===== src/sv/rtks_pkg.sv =====
`default_nettype none
package rtks_pkg;

  localparam int VECTOR_DEPTH = 4096;
  localparam int MAX_KEEP     = 64;

  localparam int ADDR_W      = $clog2(VECTOR_DEPTH);
  localparam int KEEP_W      = $clog2(MAX_KEEP + 1);
  localparam int SLOT_W      = (MAX_KEEP > 1) ? $clog2(MAX_KEEP) : 1;
  localparam int DATA_W      = 32;
  localparam int OUT_INDEX_W = 12;
  localparam int CFG_W       = 7;
  localparam int PADDR_W     = 2;
  localparam int PDATA_W     = 32;

  localparam logic [CFG_W-1:0]   KEEP_RESET     = 7'd8;
  localparam logic [PADDR_W-1:0] REG_KEEP_COUNT = 2'd0;

  typedef struct packed {
    logic take;
    logic clear;
    logic read;
    logic update;
    logic insert;
    logic load;
  } cmd_t;

  typedef struct packed {
    logic clear_done;
    logic last_item;
    logic emit_last;
    logic out_free;
  } stat_t;

endpackage
`default_nettype wire


===== src/sv/rtks_ctrl.sv =====
`default_nettype none
module rtks_ctrl (
  input  wire                  clk,
  input  wire                  rst_n,
  input  wire                  in_valid,
  output logic                 in_stall,
  input  wire rtks_pkg::stat_t stat,
  output rtks_pkg::cmd_t       cmd
);

  typedef enum logic [2:0] {
    S_CLEAR,
    S_IDLE,
    S_READ,
    S_UPDATE,
    S_INSERT,
    S_EMIT
  } state_t;

  state_t state_r;
  state_t state_nxt;

  always_comb begin
    state_nxt = state_r;
    unique case (state_r)
      S_CLEAR:  if (stat.clear_done) state_nxt = S_IDLE;
      S_IDLE:   if (in_valid) state_nxt = S_READ;
      S_READ:   state_nxt = S_UPDATE;
      S_UPDATE: state_nxt = S_INSERT;
      S_INSERT: state_nxt = stat.last_item ? S_EMIT : S_IDLE;
      S_EMIT:   if (stat.out_free && stat.emit_last) state_nxt = S_IDLE;
      default:  state_nxt = S_CLEAR;
    endcase
  end

  assign in_stall = (state_r != S_IDLE);

  always_comb begin
    cmd        = '0;
    cmd.take   = (state_r == S_IDLE) && in_valid;
    cmd.clear  = (state_r == S_CLEAR);
    cmd.read   = (state_r == S_READ);
    cmd.update = (state_r == S_UPDATE);
    cmd.insert = (state_r == S_INSERT);
    cmd.load   = (state_r == S_EMIT) && stat.out_free;
  end

  always_ff @(posedge clk) begin
    if (!rst_n) begin
      state_r <= S_CLEAR;
    end else begin
      state_r <= state_nxt;
    end
  end

endmodule
`default_nettype wire


===== config.mk =====
export PLATFORM = sky130hd
export DESIGN_NAME = rtks_ctrl
export DESIGN_NICKNAME = d
export VERILOG_FILES = /design/src/sv/rtks_pkg.sv /design/src/sv/rtks_ctrl.sv
export SDC_FILE = /design/constraint.sdc
export NUM_CORES = 1
export LEC_CHECK = 0
export ABC_AREA = 1
export ABC_CLOCK_PERIOD_IN_PS = 900
export BUFFER_PORTS_ARGS = -buffer_cell sky130_fd_sc_hd__buf_4
export CAP_MARGIN = 20
export CORE_AREA = 2 2 39 41
export DETAILED_ROUTE_END_ITERATION = 10
export DIE_AREA = 0 0 41 43
export GPL_TIMING_DRIVEN = 1
export PLACE_DENSITY = 0.41
export RECOVER_POWER = 25
export SETUP_SLACK_MARGIN = 0.05
export SLEW_MARGIN = 20
export SYNTH_ARGS = -nofsm -noshare
export SYNTH_HDL_FRONTEND = slang
export SYNTH_SLANG_ARGS = --single-unit

===== constraint.sdc =====
create_clock -name clk -period 0.9 [get_ports clk]
set_input_delay 0 -clock clk [delete_from_list [all_inputs] [get_ports clk]]
set_output_delay 0 -clock clk [all_outputs]
set_load 0.05 [all_outputs]

==> impl_metrics.json <==
{
  "worst_clock_skew_ns": 0.002092,
  "fin_crit_sh": 1.229,
  "layout_commonest_cell": "buf_4",
  "grt_pass1_vias": 327,
  "fin_nets": 76,
  "crit_chain": "inv_2, nand3_2, buf_6, nor2_4, buf_6",
  "cts_sinks": 3,
  "period_needed_ns": 1.106,
  "path_common_cell": "buf_6",
  "dr.pass1.iters": 4,
  "cts_tree": "built",
  "ctsHtreeMaxLevel": 1,
  "dieArea_sq_mm": 0.001763,
  "cts-root-buf": "clkbuf_4",
  "ys_types": 16,
  "final_cell_mix": "13 x buf_4, 12 x buf_6, 6 x nand2_1, 5 x inv_1",
  "grt_pass1_wl_um": 1228,
  "max_cap_violations": 0,
  "hold_viol": 0,
  "overflow": 0,
  "slew_headroom": 0.8887,
  "ir_worst_vdd_v": 0.0004938,
  "violations": "negative setup slack",
  "antenna_found_initial": 0,
  "cts.reportedPaths.clkPinSlew_ns": 0.04,
  "core_region_area_sq_mm": 0.001384,
  "worstSetupStartpointType": "register",
  "crit_path_max_incr_delay_ns": 0.36,
  "routed_wl_um": 742,
  "whs_path_depth": 5,
  "area_delta_synth_final_pct": 145.8,
  "largest_register_ffs": 3,
  "ant_nets": 0,
  "maxSlewViolCount": 0,
  "via_per_inst": 4.036,
  "synth_nets": 46,
  "crit_slowest_cell": "dfxtp_4",
  "grt_usage": 0.1042,
  "clock.fmax_mhz": 903.9,
  "synth-seq-cells": 3,
  "grt_max_degree": 7,
  "p_leak_nw": 0.2922,
  "globalplace.congestion": 0.7108,
  "worst_path_dominant_cell_family": "flip-flops",
  "finalPower_w": 0.0008655,
  "rsz0062_at_grt": "true",
  "crit_fanout": 6,
  "port_buffers": 13,
  "drt_iter0_drc": 5,
  "synth_area_sq_um": 254.0,
  "die_y_um": 43,
  "worstRegToRegCells": 6,
  "syn_inst": 39,
  "worstMarginPinSlew_ns": 0.1670,
  "met2WireLength_um": 396,
  "outcome": "complete, but fails checks",
  "cts_buffer_depth": 2,
  "antenna_cells": 0,
  "cp_data_required_time_ns": 0.90,
  "finish.utilization": 0.4512,
  "highest_layer": "met4",
  "crit_path_end_kind": "primary output",
  "fp.dieW_um": 41,
  "synth_warnings": 0,
  "clkLatencyLatePin_ns": 0.24,
  "ys_seq_area_frac": 0.2365,
  "cts_buffers": 3,
  "fin_tns_setup_ns": -1.465,
  "pin_count": 14,
  "hp-class": "in2reg",
  "post-place-ws_ns": -0.1541,
  "num_vias": 339,
  "std_cell_rows": 14,
  "met3_length_um": 48,
  "drc": 0,
  "drive_gt1_frac": 0.7500,
  "power_density_mw_per_mm2": 1386,
  "cp_num_buf_inv": 3,
  "wl_met1_um": 283,
  "cp.depth": 5,
  "place_hpwl_um": 591.2,
  "wl_per_cell_um": 8.833,
  "top_regs": "state_r x3",
  "setup_viol": 10,
  "crit_arrival_ns": 1.11,
  "fillers": 139,
  "path_class": "reg2out",
  "start_util": 0.1835,
  "worst_slack_ns": -0.2064,
  "syn_area_per_cell_sq_um": 6.513,
  "top_register": "state_r"
}
==> cell usage after synthesis <==
cell type	instances	area share
buf_6	2	0.089
dfxtp_1	3	0.24
nor3_1	1	0.020
inv_1	6	0.089
a21oi_1	1	0.020
inv_2	2	0.030
o21ai_0	1	0.020
nand2_1	6	0.089
nand3_2	2	0.079
nor3b_1	1	0.030
nand3b_1	1	0.030
nand2_2	1	0.025
nor2_1	7	0.10
nand3_1	2	0.039
nor2_2	1	0.025
nor3_2	2	0.079
==> cell families after synthesis <==
family | after synthesis | share of synthesized area
buf+inv | 10 | 0.2069
compound gates | 2 | 0.03937
flops | 3 | 0.2365
simple gates | 24 | 0.5173
==> worst paths after layout <==
| kind | start | end | slack (ns) |
|---|---|---|---|
| setup reg to reg | state_r[0] | state_r[2] | -0.11 |
| setup / recovery | state_r[1] | cmd[5] | -0.21 |
| hold / removal | stat[2] | state_r[2] | 0.09 |
| hold reg to reg | state_r[0] | state_r[1] | 0.64 |
==> routing by layer <==
metal,GRT usage,vias up
met3,0.01571,2
li1,-,177
met5,0,-
met4,0.08000,0
met2,0.1750,11
met1,0.1054,149
==> final cells by class <==
class / instances / area [sq um] / share of cell area
repair buffers: 27 / 257.7 / 0.4128
multi-input cells: 26 / 214.0 / 0.3427
flip-flops and latches: 3 / 71.32 / 0.1142
inverters: 8 / 35.03 / 0.05611
clock buffers: 4 / 26.28 / 0.04208
well taps: 16 / 20.02 / 0.03206
==> metrics by stage <==
stage	hold slack (ns)	std cells	area, sq um
finish	0.09280	84	624.3
global route	0.1289	84	624.3
CTS	0.09378	83	593.1
detailed placement	0.2158	75	450.4
global placement	0.2237	75	450.4
floorplan	0.09763	39	287.8
==> where the power goes <==
group          internal, W  total (W)  switching [W]
Sequential        0.000146   0.000172      0.0000258
Combinational     0.000220   0.000457       0.000237
Clock             0.000166   0.000237      0.0000709
==> what timing repair did <==
action,CTS,global route
pin swaps,5,4
buffers inserted,3,1
hold buffers,1,0
endpoints found under the hold margin,1,0
resized for setup,26,7
setup endpoints to repair,10,10
==> worst reg2reg max path, delay by kind of cell, from the launching register on <==
| family | cells | cell delay, ns |
|---|---|---|
| and+or+nand+nor | 4 | 0.42 |
| DFF | 1 | 0.36 |
| buffers and inverters | 2 | 0.17 |
Note: power is estimated with default switching activity, not from simulation.
